===== src/rtl/core/ldsg_pkg.sv =====
// Shared types, constants and codes for the light disc stamp grid.
package ldsg_pkg;

    localparam int DEF_GRID_WIDTH  = 128;
    localparam int DEF_GRID_HEIGHT = 128;
    localparam int DEF_HARD_RADIUS = 3;
    localparam int DEF_SOFT_RADIUS = 14;

    localparam int COLOUR_W    = 32;
    localparam int COORD_W     = 12;
    localparam int CELL_IDX_W  = 7;
    localparam int POS_W       = 15;
    localparam int ADDR_MAX_W  = 16;
    localparam int ADDR_CALC_W = 17;
    localparam int QUEUE_DEPTH = 2;
    localparam int PADDR_W     = 5;
    localparam int PDATA_W     = 32;
    localparam int REG_IDX_W   = 3;

    localparam logic [COLOUR_W-1:0] WHITE_COLOUR = 32'hFFFF_FFFF;
    localparam logic [COLOUR_W-1:0] HARD_COLOUR  = 32'hFFC0_D0D0;
    localparam logic [COLOUR_W-1:0] SOFT_COLOUR  = 32'hFF80_9090;

    localparam logic [1:0] CMD_CLEAR = 2'd0;
    localparam logic [1:0] CMD_STAMP = 2'd1;
    localparam logic [1:0] CMD_READ  = 2'd2;

    localparam logic [REG_IDX_W-1:0] REG_AMBIENT_RED   = 3'd0;
    localparam logic [REG_IDX_W-1:0] REG_AMBIENT_GREEN = 3'd1;
    localparam logic [REG_IDX_W-1:0] REG_AMBIENT_BLUE  = 3'd2;
    localparam logic [REG_IDX_W-1:0] REG_AMBIENT_ALPHA = 3'd3;
    localparam logic [REG_IDX_W-1:0] REG_DAYTIME       = 3'd4;
    localparam logic [REG_IDX_W-1:0] REG_CAMERA_X      = 3'd5;
    localparam logic [REG_IDX_W-1:0] REG_CAMERA_Z      = 3'd6;

    typedef enum logic [1:0] {
        OP_FILL,
        OP_STAMP,
        OP_READ
    } op_t;

    typedef enum logic [2:0] {
        BK_IDLE,
        BK_FILL,
        BK_STAMP,
        BK_READ,
        BK_READ_WAIT
    } back_state_t;

    typedef struct packed {
        logic [7:0]         ambient_red;
        logic [7:0]         ambient_green;
        logic [7:0]         ambient_blue;
        logic [7:0]         ambient_alpha;
        logic               daytime;
        logic [COORD_W-1:0] camera_x;
        logic [COORD_W-1:0] camera_z;
    } cfg_t;

    typedef struct packed {
        op_t                     op;
        logic [COLOUR_W-1:0]     colour;
        logic signed [POS_W-1:0] col_base;
        logic signed [POS_W-1:0] row_base;
        logic [ADDR_MAX_W-1:0]   addr;
        logic                    in_grid;
    } entry_t;

    typedef struct packed {
        logic full;
        logic init_busy;
    } front_status_t;

endpackage


===== src/rtl/core/ldsg_front.sv =====
// Front end: accepts input beats, classifies them and builds queue entries.
module ldsg_front
    import ldsg_pkg::*;
#(
    parameter int GRID_WIDTH  = DEF_GRID_WIDTH,
    parameter int GRID_HEIGHT = DEF_GRID_HEIGHT,
    parameter int SOFT_RADIUS = DEF_SOFT_RADIUS
) (
    input  logic                  item_valid,
    output logic                  item_stall,
    input  logic [1:0]            command,
    input  logic [COORD_W-1:0]    light_x,
    input  logic [COORD_W-1:0]    light_z,
    input  logic [CELL_IDX_W-1:0] cell_column,
    input  logic [CELL_IDX_W-1:0] cell_row,
    input  cfg_t                  cfg,
    input  front_status_t         status,
    output logic                  push,
    output entry_t                push_data
);

    logic                    accept;
    logic                    keep;
    logic [COLOUR_W-1:0]     ambient;
    logic [ADDR_CALC_W-1:0]  rd_lin;
    logic                    rd_in_grid;
    logic signed [POS_W-1:0] col_base;
    logic signed [POS_W-1:0] row_base;

    assign item_stall = status.full | status.init_busy;
    assign accept     = item_valid & ~item_stall;
    assign ambient    = {cfg.ambient_alpha, cfg.ambient_blue, cfg.ambient_green,
                         cfg.ambient_red};

    always_comb
    begin
        rd_lin = ADDR_CALC_W'(cell_column) * ADDR_CALC_W'(GRID_HEIGHT)
               + ADDR_CALC_W'(cell_row);
        rd_in_grid = (ADDR_CALC_W'(cell_column) < ADDR_CALC_W'(GRID_WIDTH))
                   && (ADDR_CALC_W'(cell_row) < ADDR_CALC_W'(GRID_HEIGHT));
        col_base = $signed(POS_W'(GRID_WIDTH / 2))
                 + $signed({3'b000, light_x})
                 - $signed({3'b000, cfg.camera_x})
                 - $signed(POS_W'(SOFT_RADIUS));
        row_base = $signed(POS_W'(GRID_HEIGHT / 2))
                 + $signed({3'b000, light_z})
                 - $signed({3'b000, cfg.camera_z})
                 - $signed(POS_W'(SOFT_RADIUS));
    end

    always_comb
    begin
        keep               = 1'b0;
        push_data.op       = OP_FILL;
        push_data.colour   = ambient;
        push_data.col_base = col_base;
        push_data.row_base = row_base;
        push_data.addr     = rd_lin[ADDR_MAX_W-1:0];
        push_data.in_grid  = rd_in_grid;
        case (command)
            CMD_CLEAR:
            begin
                keep         = 1'b1;
                push_data.op = OP_FILL;
            end
            CMD_STAMP:
            begin
                keep         = ~cfg.daytime;
                push_data.op = OP_STAMP;
            end
            CMD_READ:
            begin
                keep         = 1'b1;
                push_data.op = OP_READ;
            end
            default:
            begin
                keep = 1'b0;
            end
        endcase
    end

    assign push = accept & keep;

endmodule


===== config.mk =====
export PLATFORM = sky130hd
export DESIGN_NAME = ldsg_front
export DESIGN_NICKNAME = d
export VERILOG_FILES = /design/src/rtl/core/ldsg_pkg.sv /design/src/rtl/core/ldsg_front.sv
export SDC_FILE = /design/constraint.sdc
export NUM_CORES = 1
export LEC_CHECK = 0
export BUFFER_PORTS_ARGS = -buffer_cell sky130_fd_sc_hd__buf_2
export CORE_MARGIN = 1.5
export CORE_UTILIZATION = 45
export DETAILED_ROUTE_END_ITERATION = 10
export PLACE_DENSITY = 0.94
export SYNTH_ARGS = -nofsm -noshare
export SYNTH_HDL_FRONTEND = slang
export SYNTH_SLANG_ARGS = --single-unit

===== constraint.sdc =====
create_clock -name vclk -period 14.29
set_input_delay 4.287 -clock vclk [all_inputs]
set_output_delay 4.287 -clock vclk [all_outputs]
set_load 0.01 [all_outputs]

==> reports/results.txt <==
Synth Cell Area: 2690 um^2
Critical Path, Cell by Cell: buf_2 > inv_1 > ha_1 > ha_1 > inv_1 > fa_1 > nand2b_1 > a21o_1 > a21oi_1 > o22ai_1 > xor2_1 > nand3_1 > o21ai_0 > buf_2
adder-cell share of the synthesized area: 25.3%
Switch Pwr: 0.115 mW
static leakage: 1.53 nW
share of cells above drive strength 1: 23.9%
largest family of logic cells by synthesized area: adder cells
post-synth top area share: 22.3%
Synth top cells by count: inv_1, buf_4, ha_1, xnor2_1, a21oi_1
# port buffers: 88
antenna violations before repair: 0
total track usage: 18.4%
DRT antenna net count: 0
final core occ: 49.9%
sequential cell count: 0
wirelength, routed: 6190 um
most common cell in the netlist: inv_1
xor/xnor share of the synthesized area: 11.1%
Reg power frac: 0%
Post-CTS Resized: 0
Post-CTS Setup Bufs: 0
routability cong.: 0.878
Syn. warnings: 0
largest net degree at the start of global routing: 15
detailed-route via count: 2650
first-pass GRT wire length: 10100 um
DR pass1 iterations: 5
CP peak stage delay: 0.46 ns
Worst Path Arrival: 7.33 ns
status: complete, no violations
Distinct cells, synth: 53
clkbuf count: 0
Tcrit/Tclk final: 81.3%
area grow syn2layout: 4.75%
area fraction in compound gates after synthesis: 22.5%
Pwr Density: 71.5 nW/um^2
Die Wd: 80.3 um
Rel. slew slack: 44.9%
CORE AREA: 5640 um^2
CP max-delay cell: xor2_1
IO Pins: 183
setup TNS: 0 ns
Synth area leader: ha_1
Initial Util: 47.6%
peak supply drop: 0.0527 mV
wire length per cell: 13.1 um
final slew viol count: 0
switching share of power: 57.0%
DRC errors left: 0
final net count: 556
Post-Synth Simple-Gate Area: 17.6%
nature of the critical path startpoint: input pin
measured slew at the worst slew-check pin: 0.824 ns
die height: 80.3 um
DRT iter0 DRCs: 157
combinational fraction of design power: 100.0%
register area share after synthesis: 0%
Clk pwr share: 0%
WS Path Type: input pin to primary output
internal power: 0.0865 mW
Vias/cell: 5.59
Synth Instances: 371
RSZ-0062 raised after global routing: no
main area contributors after synthesis: ha_1, buf_4, xnor2_1
global route overflow: 0
HP Class: input pin to primary output
post-place setup slack: 2.77 ns
Final Hold Vio Count: 0
Finish-stage setup viols: 0
vias in the first global route: 2431
diodes inserted: 0
CTS Hold Buffers Added: 0
DP Wirelength: 5230 um
final worst setup slack: 2.67 ns
Die ar.: 6440 um^2
crit end category: primary output
Max-Cap Viols: 0
Req. time, crit path: 10.00 ns
fin crit period: 11.62 ns
multiplexer share of the synthesized area: 0.745%
fmax: 0.0861 GHz
critical path peak fanout: 7
Synth Area per Inst: 7.24 um^2
Storage cell area: 0 um^2
row count: 27
[metal layers]
layer	global-route usage, %	wire [um]	vias up
met3	1.59	397	16
met1	21.6	2540	1204
met5	0	0	-
li1	-	-	1303
met4	2.93	83	0
met2	36.2	3170	127
[worst max-delay path: cells and delay by family]
kind / cells / cell delay, ns
AO/OA/AOI/OAI: 4 / 0.98
adder cells (fa/ha/maj): 3 / 0.86
XOR/XNOR: 1 / 0.46
AND/OR/NAND/NOR: 2 / 0.40
buffers and inverters: 4 / 0.33
[per-stage QoR]
| step | power [mW] | std cells | hold WS [ns] | area [um^2] |
|---|---|---|---|---|
| floorplan | 0.154 | 372 | 8.62 | 2690 |
| CTS | 0.200 | 474 | 8.57 | 2820 |
| finish | 0.201 | 474 | 8.57 | 2820 |
| detailed placement | 0.198 | 474 | 8.57 | 2820 |
| global placement | 0.191 | 474 | 8.57 | 2820 |
| global route | 0.221 | 474 | 8.57 | 2820 |
[power by group through the flow]
stage          logic, mW  registers (mW)  clock network [mW]
3_3_place_gp       0.191               0                   0
5_1_grt            0.221               0                   0
2_1_floorplan      0.154               0                   0
6_report           0.201               0                   0
4_1_cts            0.200               0                   0
3_5_place_dp       0.198               0                   0
[final cells by class]
cell class / count / area, um^2
multi-input combinational: 261 / 2090
tap: 72 / 90.1
fill: 520 / 2830
inverter: 53 / 199
timing repair buffer: 88 / 440
[placed cells by master, fill, tap and decap left out, types with 2 or more instances in the layout]
cell,netlist,routed
nor4_1,2,2
a211o_1,2,2
o21a_1,7,7
o21ai_0,14,14
and3_1,6,6
nor3_1,9,9
nor3b_1,2,2
nand3_1,10,10
nand2_1,10,10
conb_1,2,3
mux2i_1,2,2
a2111oi_0,2,2
o2111ai_1,3,3
xnor2_1,23,23
a31oi_1,2,2
nor2b_1,5,5
a21oi_1,19,19
nand2b_1,5,5
a21o_1,12,12
buf_2,1,88
nand4_1,5,5
ha_1,48,48
inv_1,53,53
o211ai_1,2,2
a211oi_1,6,6
o22ai_1,2,2
xor2_1,11,11
nor2_1,17,17
o31ai_1,2,2
or3_1,4,4
fa_1,4,4
and2_1,3,3
[logic make-up (layout without fill, tap and decap cells)]
| group | count (synthesis) | in the layout |
|---|---|---|
| AOI/OAI and AO/OA | 86 | 86 |
| xor gates and xnor gates | 34 | 34 |
| adders and majority gates | 52 | 52 |
| buffers and inverters | 111 | 141 |
| muxes | 2 | 2 |
| other | 2 | 3 |
| and+or+nand+nor | 84 | 84 |
[worst paths after layout]
path	startpoint	endpoint	cells past startpoint
max	cfg[1]	push_data[31]	14
min	cell_column[6]	push_data[14]	0
No activity file was read; power rests on OpenSTA's default activity.
