--- config.mk ---
export PLATFORM = sky130hd
export DESIGN_NAME = ldsg_queue
export DESIGN_NICKNAME = d
export VERILOG_FILES = /design/src/rtl/core/ldsg_pkg.sv /design/src/rtl/core/ldsg_queue.sv
export SDC_FILE = /design/constraint.sdc
export NUM_CORES = 1
export LEC_CHECK = 0
export BUFFER_PORTS_ARGS = -buffer_cell sky130_fd_sc_hd__buf_4
export CORE_UTILIZATION = 33
export CTS_CLUSTER_DIAMETER = 50
export DETAILED_ROUTE_END_ITERATION = 8
export GPL_TIMING_DRIVEN = 1
export HOLD_SLACK_MARGIN = 0.03
export PLACE_DENSITY_LB_ADDON = 0.3
export SLEW_MARGIN = 25
export SYNTH_ARGS = -nofsm -noshare
export SYNTH_HDL_FRONTEND = slang
export SYNTH_SLANG_ARGS = --single-unit
--- constraint.sdc ---
create_clock -name clk -period 8.4 [get_ports clk]
set_clock_uncertainty 0.2 [all_clocks]
set_input_delay 1.26 -clock clk [delete_from_list [all_inputs] [get_ports clk]]
set_output_delay 1.26 -clock clk [all_outputs]
set_load 0.005 [all_outputs]
--- src/rtl/core/ldsg_pkg.sv ---
// Shared types, constants and codes for the light disc stamp grid.
package ldsg_pkg;

    localparam int DEF_GRID_WIDTH  = 128;
    localparam int DEF_GRID_HEIGHT = 128;
    localparam int DEF_HARD_RADIUS = 3;
    localparam int DEF_SOFT_RADIUS = 14;

    localparam int COLOUR_W    = 32;
    localparam int COORD_W     = 12;
    localparam int CELL_IDX_W  = 7;
    localparam int POS_W       = 15;
    localparam int ADDR_MAX_W  = 16;
    localparam int ADDR_CALC_W = 17;
    localparam int QUEUE_DEPTH = 2;
    localparam int PADDR_W     = 5;
    localparam int PDATA_W     = 32;
    localparam int REG_IDX_W   = 3;

    localparam logic [COLOUR_W-1:0] WHITE_COLOUR = 32'hFFFF_FFFF;
    localparam logic [COLOUR_W-1:0] HARD_COLOUR  = 32'hFFC0_D0D0;
    localparam logic [COLOUR_W-1:0] SOFT_COLOUR  = 32'hFF80_9090;

    localparam logic [1:0] CMD_CLEAR = 2'd0;
    localparam logic [1:0] CMD_STAMP = 2'd1;
    localparam logic [1:0] CMD_READ  = 2'd2;

    localparam logic [REG_IDX_W-1:0] REG_AMBIENT_RED   = 3'd0;
    localparam logic [REG_IDX_W-1:0] REG_AMBIENT_GREEN = 3'd1;
    localparam logic [REG_IDX_W-1:0] REG_AMBIENT_BLUE  = 3'd2;
    localparam logic [REG_IDX_W-1:0] REG_AMBIENT_ALPHA = 3'd3;
    localparam logic [REG_IDX_W-1:0] REG_DAYTIME       = 3'd4;
    localparam logic [REG_IDX_W-1:0] REG_CAMERA_X      = 3'd5;
    localparam logic [REG_IDX_W-1:0] REG_CAMERA_Z      = 3'd6;

    typedef enum logic [1:0] {
        OP_FILL,
        OP_STAMP,
        OP_READ
    } op_t;

    typedef enum logic [2:0] {
        BK_IDLE,
        BK_FILL,
        BK_STAMP,
        BK_READ,
        BK_READ_WAIT
    } back_state_t;

    typedef struct packed {
        logic [7:0]         ambient_red;
        logic [7:0]         ambient_green;
        logic [7:0]         ambient_blue;
        logic [7:0]         ambient_alpha;
        logic               daytime;
        logic [COORD_W-1:0] camera_x;
        logic [COORD_W-1:0] camera_z;
    } cfg_t;

    typedef struct packed {
        op_t                     op;
        logic [COLOUR_W-1:0]     colour;
        logic signed [POS_W-1:0] col_base;
        logic signed [POS_W-1:0] row_base;
        logic [ADDR_MAX_W-1:0]   addr;
        logic                    in_grid;
    } entry_t;

    typedef struct packed {
        logic full;
        logic init_busy;
    } front_status_t;

endpackage

--- src/rtl/core/ldsg_queue.sv ---
// Short entry queue between the front end and the back end.
module ldsg_queue
    import ldsg_pkg::*;
(
    input  logic   clk,
    input  logic   rst_n,
    input  logic   push,
    input  entry_t push_data,
    output logic   full,
    input  logic   pop,
    output logic   valid,
    output entry_t head
);

    localparam int PTR_W = (QUEUE_DEPTH > 1) ? $clog2(QUEUE_DEPTH) : 1;
    localparam int CNT_W = $clog2(QUEUE_DEPTH + 1);

    entry_t             slot_reg [QUEUE_DEPTH];
    logic [PTR_W-1:0]   wr_ptr_reg;
    logic [PTR_W-1:0]   wr_ptr_next;
    logic [PTR_W-1:0]   rd_ptr_reg;
    logic [PTR_W-1:0]   rd_ptr_next;
    logic [CNT_W-1:0]   count_reg;
    logic [CNT_W-1:0]   count_next;

    assign full  = (count_reg == CNT_W'(QUEUE_DEPTH));
    assign valid = (count_reg != '0);
    assign head  = slot_reg[rd_ptr_reg];

    always_comb
    begin
        wr_ptr_next = wr_ptr_reg;
        rd_ptr_next = rd_ptr_reg;
        count_next  = count_reg;
        if (push)
        begin
            wr_ptr_next = (wr_ptr_reg == PTR_W'(QUEUE_DEPTH - 1)) ? '0 : wr_ptr_reg + 1'b1;
        end
        if (pop)
        begin
            rd_ptr_next = (rd_ptr_reg == PTR_W'(QUEUE_DEPTH - 1)) ? '0 : rd_ptr_reg + 1'b1;
        end
        if (push && !pop)
        begin
            count_next = count_reg + 1'b1;
        end
        else if (pop && !push)
        begin
            count_next = count_reg - 1'b1;
        end
    end

    always_ff @(posedge clk or negedge rst_n)
    begin
        if (!rst_n)
        begin
            wr_ptr_reg <= '0;
            rd_ptr_reg <= '0;
            count_reg  <= '0;
        end
        else
        begin
            wr_ptr_reg <= wr_ptr_next;
            rd_ptr_reg <= rd_ptr_next;
            count_reg  <= count_next;
        end
    end

    always_ff @(posedge clk)
    begin
        if (push)
        begin
            slot_reg[wr_ptr_reg] <= push_data;
        end
    end

    a_no_push_full: assert property (@(posedge clk) disable iff (!rst_n)
        full |-> !push) else $error("push into full queue");
    a_no_pop_empty: assert property (@(posedge clk) disable iff (!rst_n)
        pop |-> valid) else $error("pop from empty queue");
    a_count_bound: assert property (@(posedge clk) disable iff (!rst_n)
        count_reg <= CNT_W'(QUEUE_DEPTH)) else $error("queue count overflow");

endmodule

==> impl_metrics.tcl, run 1 <==
set metrics [dict create \
    status "finished, final reports clean" \
    use_met3_pct 4.489 \
    antenna_cells 0 \
    maxCapViolCount 0 \
    grt_setup_unrepaired "no" \
    synth-edff-count 162 \
    setup_slack_ps 4218 \
    detail_route.wl_per_cell_um 15.99 \
    p_sw_share_pct 26.25 \
    initial_core_util_pct 34.05 \
    ys_types 14 \
    synthAdderAreaFrac_pct 0.1945 \
    finalWirelength_um 11530 \
    largest_register_ffs 162 \
    grt_pass1_wl_um 17840 \
    pre_cts_ws_ps 4589 \
    cts.sinks 166 \
    antenna_found_initial 0 \
    fin_crit_sh_pct 49.79 \
    ant_nets 0 \
    hold_violations 0 \
    cts_setup_buffers 0 \
    mostFrequentLayoutCells "buf_4 (170), edfxtp_1 (162), mux2_4 (79), clkbuf_16 (17)" \
    vias 3036 \
    dp.cells 689 \
    power_switching_mw 0.7211 \
    gr-usage-met2_pct 19.81 \
    max_freq_ghz 0.2391 \
    cp.required_ps 6940 \
    yosysWarnings 0 \
    ys.flop_type "edfxtp_1" \
    cts_resized 0 \
    root_buffer "clkbuf_16" \
    seq_power_share_pct 43.7 \
    p_leak_nw 3.351 \
    arrival_ps 2720 \
    ys_seq_area_share_pct 77.17 \
    via_per_inst 4.211 \
    io_buffers 167 \
    use_met1_pct 14.11 \
    post-route-drc-count 0 \
    synth_mux_area_share_pct 18.79 \
    nFillCells 1684 \
    slew_headroom_pct 43.34 \
    synth_top_family_by_area "multiplexers" \
    p_per_area_nw_per_um2 325.8 \
    clk_path_buf_depth 2 \
    syn-cell-area_um2 6434 \
    die-area_um2 20060 \
    finalSetupTns_ps 0 \
    p_comb_share_pct 29.7 \
    worstSetupPathType "flip-flop to primary output" \
    gp_congestion 0.6669 \
    die_height_um 141.6 \
    grt_remaining_overflow 0 \
    synthSimpleGateAreaFrac_pct 0.4473 \
    grt_use_total_pct 12.05 \
    syn_nets 354 \
    core_area_um2 18890 \
    power_mw 2.747 \
    dp_hpwl_um 7306 \
    clk_pin_slew_worst_paths_ps 60 \
    drive_gt1_share_pct 61.61 \
    fin_nets 534 \
    grt_pass1_vias 3306 \
    ys_ff_latch 166 \
    grt_max_degree 61 \
    async_flop_share_pct 2.410 \
    fp.dieW_um 141.6 \
    grt_busiest_layer "met2" \
    cts_tree "built" \
    crit_path_max_fanout 42 \
    syn2layout_area_growth_pct 31.06 \
    synth-compound-area-share_pct 0 \
    synth_xor_area_share_pct 0.6807 \
    final_common_cell "buf_4" \
    seqCellArea_um2 4969 \
    worst_setup_path_end_kind "primary output" \
    multiInputGateArea_um2 1304 \
    fin_cells 721 \
    internal_power_mw 2.026 \
    period_minus_slack_ps 4182 \
    ir_drop_mv 0.1361 \
    postSynthCellCount 268 \
    cts-buffers-inserted 17 \
    drt_iter0_markers 135 \
    drtPass1Iterations 4 \
    rows 50 \
    setup_viol 0 \
    clockPowerShare_pct 26.6 \
    cts_hold_buf 0 \
    hold_path_class "flip-flop to flip-flop" \
    clk_latency_ps 410 \
    start_kind "flip-flop" \
    htree_levels 4 \
    ios 168 \
    drv_slew 0 \
    tightest_slew_ps 849.9 \
    synth.avg_cell_area_um2 24.01 \
]
-- critical path, cell delays in order (launching register included) --
cell     delay (ps)
dfrtp_4         960
buf_4           760
mux2_2          410
buf_4           140
-- path summary, 6_finish.rpt --
| check | from | to | slack (ps) | cells after the start |
|---|---|---|---|---|
| max in group asynchronous | rst_n | rd_ptr_reg$_DFFE_PN0P_ | 7450 | 1 |
| setup / recovery | rd_ptr_reg$_DFFE_PN0P_ | head[61] | 4220 | 3 |
| setup reg to reg | wr_ptr_reg$_DFFE_PN0P_ | slot_reg[0][78]$_DFFE_PP_ | 5990 | 2 |
| hold reg to reg | count_reg[1]$_DFFE_PN0P_ | count_reg[1]$_DFFE_PN0P_ | 310 | 1 |
| min in group asynchronous | rst_n | count_reg[1]$_DFFE_PN0P_ | 430 | 1 |
| hold / removal | count_reg[1]$_DFFE_PN0P_ | count_reg[1]$_DFFE_PN0P_ | 310 | 1 |
-- final cells by class --
| class | count | area share (%) |
|---|---|---|
| sequential | 166 | 58.93 |
| multi-input combinational | 92 | 15.46 |
| timing repair buffer | 170 | 15.14 |
| clock buffer | 18 | 5.090 |
| tap | 260 | 3.858 |
| clock inverter | 14 | 1.484 |
| inverter | 1 | 0.04452 |
-- metal layers --
metal	up-vias	wire, um
met3	13	801
met4	0	164
met2	106	5704
li1	1416	-
met1	1501	4859
met5	-	0
-- cell families (layout without fill, tap and decap cells) --
kind of cell | count (synthesis) | count (layout)
adders and majority gates | 1 | 1
and+or+nand+nor | 5 | 5
buffers and inverters | 10 | 203
DFF | 166 | 166
xor gates and xnor gates | 5 | 5
muxes | 81 | 81
-- synth_stat cells, types with 2 or more instances --
cell type  number  area (um2)
buf_12          8       160.2
xor2_1          4       35.03
edfxtp_1      162        4865
mux2_4         79        1186
nor2b_1         2       12.51
dfrtp_1         4       100.1
mux2_2          2       22.52
-- through the flow --
step	hold WS (ps)	util (%)	instance area (um2)
4_1_cts	305.2	44.63	8432
5_1_grt	317.9	44.63	8432
2_1_floorplan	247.4	-	6434
3_5_place_dp	290.8	41.70	7878
6_report	305.8	44.63	8432
3_3_place_gp	269.0	41.70	7878
-- power groups by stage --
stage / logic, mW / registers [mW] / clock network [mW]
after global placement: 0.837 / 1.21 / 0
final: 0.817 / 1.20 / 0.730
after global routing: 0.880 / 1.22 / 0.782
after floorplan: 0.586 / 1.16 / 0
after CTS: 0.841 / 1.20 / 0.753
after detailed placement: 0.838 / 1.22 / 0
Note: power is estimated with default switching activity, not from simulation.
==> inputs of run 2 (changes only) <==
==> constraint.sdc (replaced) <==
create_clock -name clk -period 4.05 [get_ports clk]
set_clock_uncertainty 0.2 [all_clocks]
set_input_delay 0.6075 -clock clk [delete_from_list [all_inputs] [get_ports clk]]
set_output_delay 0.6075 -clock clk [all_outputs]
set_load 0.005 [all_outputs]
==> run 2 against run 1 <==
  * Utilization rose by 0.14 points
  * Combinational power rose by 120%
  * Global-route usage fell by 0.46 points
  * Sequential cell count did not move
  * Critical path depth did not move
  * Die area did not move
  * Sequential share of layout area fell by 0.18 points
  * Final area rose by 0.31%
  * Critical path type unchanged
  * Critical endpoint is now head[60]
==> impl_metrics.tcl, run 2 (synthesis results as in run 1) <==
set metrics [dict create \
    ios 168 \
    fin_crit_sh_pct 67.32 \
    reg2reg_depth 2 \
    drive_gt1_share_pct 60.48 \
    cts-buffers-inserted 17 \
    ir_drop_mv 0.4449 \
    nFillCells 1700 \
    r2r_end "slot_reg[1][5]$_DFFE_PP_" \
    grt_pass1_wl_um 16970 \
    detail_route.wl_per_cell_um 15.66 \
    core_area_um2 18890 \
    power_switching_mw 1.424 \
    clk_pin_slew_worst_paths_ps 60 \
    drtPass1Iterations 4 \
    clk_path_buf_depth 2 \
    crit_path_max_fanout 81 \
    clockPowerShare_pct 26.2 \
    ant_nets 0 \
    grt_pass1_vias 3203 \
    io_buffers 167 \
    seq_power_share_pct 41.8 \
    min_from "push_data[44]" \
    p_sw_share_pct 25.04 \
    worstHoldPathCells 1 \
    setup_viol 0 \
    drv_slew 0 \
    p_per_area_nw_per_um2 672.5 \
    p_leak_nw 3.366 \
    finalSetupTns_ps 0 \
    fin_nets 536 \
    arrival_ps 1920 \
    slew_headroom_pct 37.98 \
    grt_use_total_pct 11.59 \
    pre_cts_ws_ps 1660 \
    holdPathEnd "slot_reg[0][44]$_DFFE_PP_" \
    antenna_found_initial 0 \
    largest_register_ffs 162 \
    root_buffer "clkbuf_16" \
    worst_setup_path_end_kind "primary output" \
    die-area_um2 20060 \
    start_kind "flip-flop" \
    hold_path_class "input port to flip-flop" \
    finalWirelength_um 11320 \
    final_common_cell "buf_4" \
    cts_tree "built" \
    antenna_cells 0 \
    rrSetupSlack_ps 1980 \
    fp.dieW_um 141.6 \
    cp.required_ps 3240 \
    maxCapViolCount 0 \
    vias 3055 \
    cts.sinks 166 \
    p_comb_share_pct 31.9 \
    hold_violations 0 \
    tightest_slew_ps 930.3 \
    via_per_inst 4.225 \
    status "finished, final reports clean" \
    dp_hpwl_um 7113 \
    reg2reg_from "wr_ptr_reg$_DFFE_PN0P_" \
    cts_resized 0 \
    initial_core_util_pct 34.05 \
    grt_setup_unrepaired "no" \
    worstSetupPathType "flip-flop to primary output" \
    syn2layout_area_growth_pct 31.47 \
    post-route-drc-count 0 \
    gp_congestion 0.6559 \
    grt_remaining_overflow 0 \
    grt_max_degree 82 \
    clk_latency_ps 400 \
    mostFrequentLayoutCells "buf_4 (169), edfxtp_1 (162), mux2_4 (79), clkbuf_16 (17), clkbuf_1 (8)" \
    period_minus_slack_ps 2727 \
    rows 50 \
    setup_slack_ps 1323 \
    internal_power_mw 4.264 \
    htree_levels 4 \
    max_freq_ghz 0.3668 \
    drt_iter0_markers 128 \
    die_height_um 141.6 \
]
==> run 2: changes by cell type in the layout (fill, tap and decap cells not counted) <==
cell	previous run	this run
clkbuf_1	1	8
inv_6	4	0
clkbuf_8	0	3
clkinv_1	2	0
clkinv_4	2	0
clkinvlp_4	4	2
buf_12	0	1
buf_4	170	169
buf_6	0	1
dlygate4sd3_1	0	1
==> run 2: power by group through the flow <==
stage	registers (mW)	logic, mW	clock network (mW)
2_1_floorplan	2.40	1.22	0
3_3_place_gp	2.40	1.85	0
3_5_place_dp	2.42	1.86	0
4_1_cts	2.39	1.87	1.54
5_1_grt	2.41	1.96	1.61
6_report	2.38	1.82	1.49
==> run 2: final cells by class <==
| class | count | area, um2 | area share, % |
|---|---|---|---|
| sequential | 166 | 4969 | 58.74 |
| clock inverter | 4 | 50.05 | 0.5917 |
| tap | 260 | 325.3 | 3.846 |
| inverter | 1 | 3.754 | 0.04438 |
| timing repair buffer | 172 | 1310 | 15.49 |
| multi-input combinational | 92 | 1304 | 15.41 |
| clock buffer | 28 | 496.7 | 5.873 |
==> run 2: metal layers <==
layer  wire (um)  track usage (%)  vias up
li1            -                -     1420
met4         126            5.263        0
met3         769            4.016       10
met2        5638            19.11      103
met5           0                0        -
met1        4788            13.65     1522
==> run 2: worst max-delay path, cell delays in order, from the launching register on <==
cell	delay, ps
dfrtp_4	430
buf_12	500
mux2_2	400
buf_4	130
==> run 2: repair_timing <==
action                     4_1_cts  5_1_grt
hold endpoints to repair         4        0
buffers inserted                 0        0
setup endpoints to repair        0        0
hold buffers                     1        0
==> run 2: per-stage QoR <==
stage          cells  cell area, um2  power [mW]  utilization (%)  hold slack, ps
5_1_grt          723            8458       5.975            44.77           152.1
3_5_place_dp     690            7901       4.283            41.82           217.3
4_1_cts          723            8458       5.797            44.77           156.3
2_1_floorplan    268            6436       3.619                -           111.9
6_report         723            8458       5.688            44.77           181.0
3_3_place_gp     690            7898       4.258            41.80           218.1
==> run 2: worst max path at each step <==
stage / from / to / slack [ps] / cells past startpoint
after floorplan: push / slot_reg[0][0]$_DFFE_PP_ / 690 / 1
after global placement: push / slot_reg[1][6]$_DFFE_PP_ / 1690 / 3
after detailed placement: push / slot_reg[1][57]$_DFFE_PP_ / 1660 / 3
after CTS: rd_ptr_reg$_DFFE_PN0P_ / head[60] / 1280 / 3
after global routing: rd_ptr_reg$_DFFE_PN0P_ / head[61] / 1230 / 3
final: rd_ptr_reg$_DFFE_PN0P_ / head[60] / 1320 / 3
==> inputs of run 3 (changes only) <==
--- a/config.mk
+++ b/config.mk
@@ -5,6 +5,7 @@
 export SDC_FILE = /design/constraint.sdc
 export NUM_CORES = 1
 export LEC_CHECK = 0
+export ABC_AREA = 1
 export BUFFER_PORTS_ARGS = -buffer_cell sky130_fd_sc_hd__buf_4
 export CORE_UTILIZATION = 33
 export CTS_CLUSTER_DIAMETER = 50
==> constraint.sdc (replaced) <==
create_clock -name clk -period 2.4 [get_ports clk]
set_clock_uncertainty 0.2 [all_clocks]
set_input_delay 0.36 -clock clk [delete_from_list [all_inputs] [get_ports clk]]
set_output_delay 0.36 -clock clk [all_outputs]
set_load 0.005 [all_outputs]
==> run 3 against run 2 <==
  * Sequential cell count unchanged
  * Via count increased by 12%
  * Worst hold slack got worse by 100 ps
  * Sequential power increased by 69%
  * First-iteration DRC count increased by 28%
  * Non-clock buffer count increased by 84
  * Utilization increased by 4.5 points
==> impl_metrics.tcl, run 3 <==
set metrics [dict create \
    clockPowerShare_pct 25.0 \
    reg2reg_from "wr_ptr_reg$_DFFE_PN0P_" \
    r2r_end "slot_reg[0][39]$_DFFE_PP_" \
    mostFrequentLayoutCells "buf_4 (168), edfxtp_1 (162), dlygate4sd3_1 (84), mux2_4 (79), clkbuf_16 (17)" \
    slew_headroom_pct 67.16 \
    period_minus_slack_ps 2321 \
    max_freq_ghz 0.4309 \
    cts.sinks 166 \
    p_per_area_nw_per_um2 1040 \
    path_buf_inv 2 \
    yosys-top-cells-count "edfxtp_1 (162), mux2_4 (79), buf_12 (8)" \
    async_flop_share_pct 2.410 \
    post-synth-top-count-cell "edfxtp_1" \
    cp_slowest_cell "dfrtp_4" \
    rows 50 \
    grt_use_total_pct 12.46 \
    antenna_found_initial 0 \
    cp_cell_sequence "buf_4 -> mux2_2 -> buf_4" \
    synth.avg_cell_area_um2 23.29 \
    grt_pass1_vias 3655 \
    cts_resized 0 \
    status "finished, final reports clean" \
    clk_path_buf_depth 2 \
    grt_remaining_overflow 0 \
    nFillCells 1602 \
    die-area_um2 20110 \
    vias 3408 \
    ir_drop_mv 0.9836 \
    crit_family "buffers and inverters" \
    yosysWarnings 0 \
    cts_hold_buf 84 \
    p_comb_share_pct 33.6 \
    root_buffer "clkbuf_16" \
    via_per_inst 4.176 \
    rrSetupSlack_ps 760 \
    clk_latency_ps 410 \
    p_leak_nw 3.732 \
    power_switching_mw 2.581 \
    drv_slew 0 \
    crit_top_cell "buf_4" \
    syn-cell-area_um2 6451 \
    synth-edff-count 162 \
    worstSetupPathType "flip-flop to primary output" \
    ant_nets 0 \
    syn_nets 363 \
    drtPass1Iterations 4 \
    reg2reg_depth 2 \
    final_common_cell "buf_4" \
    maxCapViolCount 0 \
    die_height_um 141.8 \
    hold_violations 0 \
    finalWirelength_um 12280 \
    hold_path_class "input port to async pin" \
    fp.dieW_um 141.8 \
    cpPeakStageDelay_ps 460 \
    ys.flop_type "edfxtp_1" \
    ys_ff_latch 166 \
    dp_hpwl_um 7369 \
    fin_cells 816 \
    ys_types 14 \
    yosysTopAreaCell "edfxtp_1" \
    grt_setup_unrepaired "no" \
    detail_route.wl_per_cell_um 15.04 \
    worst_setup_path_end_kind "primary output" \
    gp_congestion 0.7121 \
    fin_crit_sh_pct 96.70 \
    synth_area_leaders "edfxtp_1 (75%), mux2_4 (18%), buf_12 (2.5%)" \
    dp.cells 700 \
    core_area_um2 18960 \
    finalSetupTns_ps 0 \
    cts_tree "built" \
    ios 168 \
    arrival_ps 1760 \
    grt_max_degree 82 \
    initial_core_util_pct 34.03 \
    cts-buffers-inserted 17 \
    fin_nets 629 \
    clk_pin_slew_worst_paths_ps 60 \
    cts_setup_buffers 0 \
    ys_seq_area_share_pct 76.96 \
    p_sw_share_pct 26.58 \
    largest_register_ffs 162 \
    synth_top_area_share_pct 75.41 \
    htree_levels 4 \
    postSynthCellCount 277 \
    tightest_slew_ps 492.6 \
    cp.required_ps 1840 \
    post-route-drc-count 0 \
    syn2layout_area_growth_pct 44.69 \
    crit_path_max_fanout 20 \
    internal_power_mw 7.128 \
    drt_iter0_markers 164 \
    antenna_cells 0 \
    io_buffers 167 \
    start_kind "flip-flop" \
    grt_pass1_wl_um 18600 \
    setup_viol 0 \
    seq_power_share_pct 41.5 \
    drive_gt1_share_pct 51.44 \
]
-- run 3: cell count changes after synthesis, sizes merged --
cell / delta
nor2: +1
xor2: -2
inv: +6
nand4: +1
nor2b: -2
and2: -1
nand2: +6
nand3: +1
or2: -1
-- run 3: worst max-delay path by stage --
stage                          endpoint  cells past startpoint              startpoint
2_1_floorplan  slot_reg[1][0]$_DFFE_PP_                      2  wr_ptr_reg$_DFFE_PN0P_
3_3_place_gp                   head[61]                      3  rd_ptr_reg$_DFFE_PN0P_
3_5_place_dp                   head[60]                      3  rd_ptr_reg$_DFFE_PN0P_
4_1_cts                        head[60]                      3  rd_ptr_reg$_DFFE_PN0P_
5_1_grt                        head[60]                      3  rd_ptr_reg$_DFFE_PN0P_
6_report                       head[60]                      3  rd_ptr_reg$_DFFE_PN0P_
-- run 3: cell families after synthesis --
kind of cell               after synthesis  synth area share [%]
and+or+nand+nor                         10                0.6400
buffers and inverters                   16                 3.064
xor gates and xnor gates                 3                0.4074
adders and majority gates                1                0.1939
DFF                                    166                 76.96
muxes                                   81                 18.74
-- run 3: layout make-up --
class	count	area [um2]	share of cell area [%]
timing repair buffer	256	2182	23.38
inverter	7	30.03	0.3217
sequential	166	4969	53.23
tap	260	325.3	3.485
clock buffer	17	425.4	4.558
multi-input combinational	95	1296	13.89
clock inverter	15	106.4	1.139
-- run 3: per-stage QoR --
step / worst slack (ps) / util [%] / hold WS [ps] / power (mW) / instance area [um2]
after floorplan: 113.6 / - / -135.6 / 6.098 / 6462
after global placement: 544.9 / 42.00 / -40.01 / 7.241 / 7961
after detailed placement: 507.5 / 42.00 / -39.79 / 7.288 / 7961
after CTS: 45.03 / 49.24 / 58.08 / 9.859 / 9334
after global routing: 6.579 / 49.24 / 78.20 / 10.18 / 9334
final: 79.17 / 49.24 / 78.08 / 9.709 / 9334
-- run 3: metal layers --
layer | track usage, % | wire length (um) | share of wire, % | vias up
met3 | 4.117 | 644 | 5.2 | 9
met2 | 21.52 | 6178 | 50 | 107
met5 | 0 | 0 | 0 | -
met1 | 14.39 | 5359 | 44 | 1679
li1 | - | - | - | 1613
met4 | 4.584 | 93 | 0.76 | 0
-- run 3: worst register-to-register path, cell delays in order (launching register included) --
cell	delay (ps)
dfrtp_1	420
nor2_4	210
buf_12	410
-- run 3: power by group through the flow --
stage	clock network (mW)	logic [mW]	registers (mW)
final	2.42	3.26	4.03
after global routing	2.61	3.50	4.07
after CTS	2.50	3.33	4.03
after detailed placement	0	3.20	4.08
after global placement	0	3.17	4.07
after floorplan	0	2.07	4.03
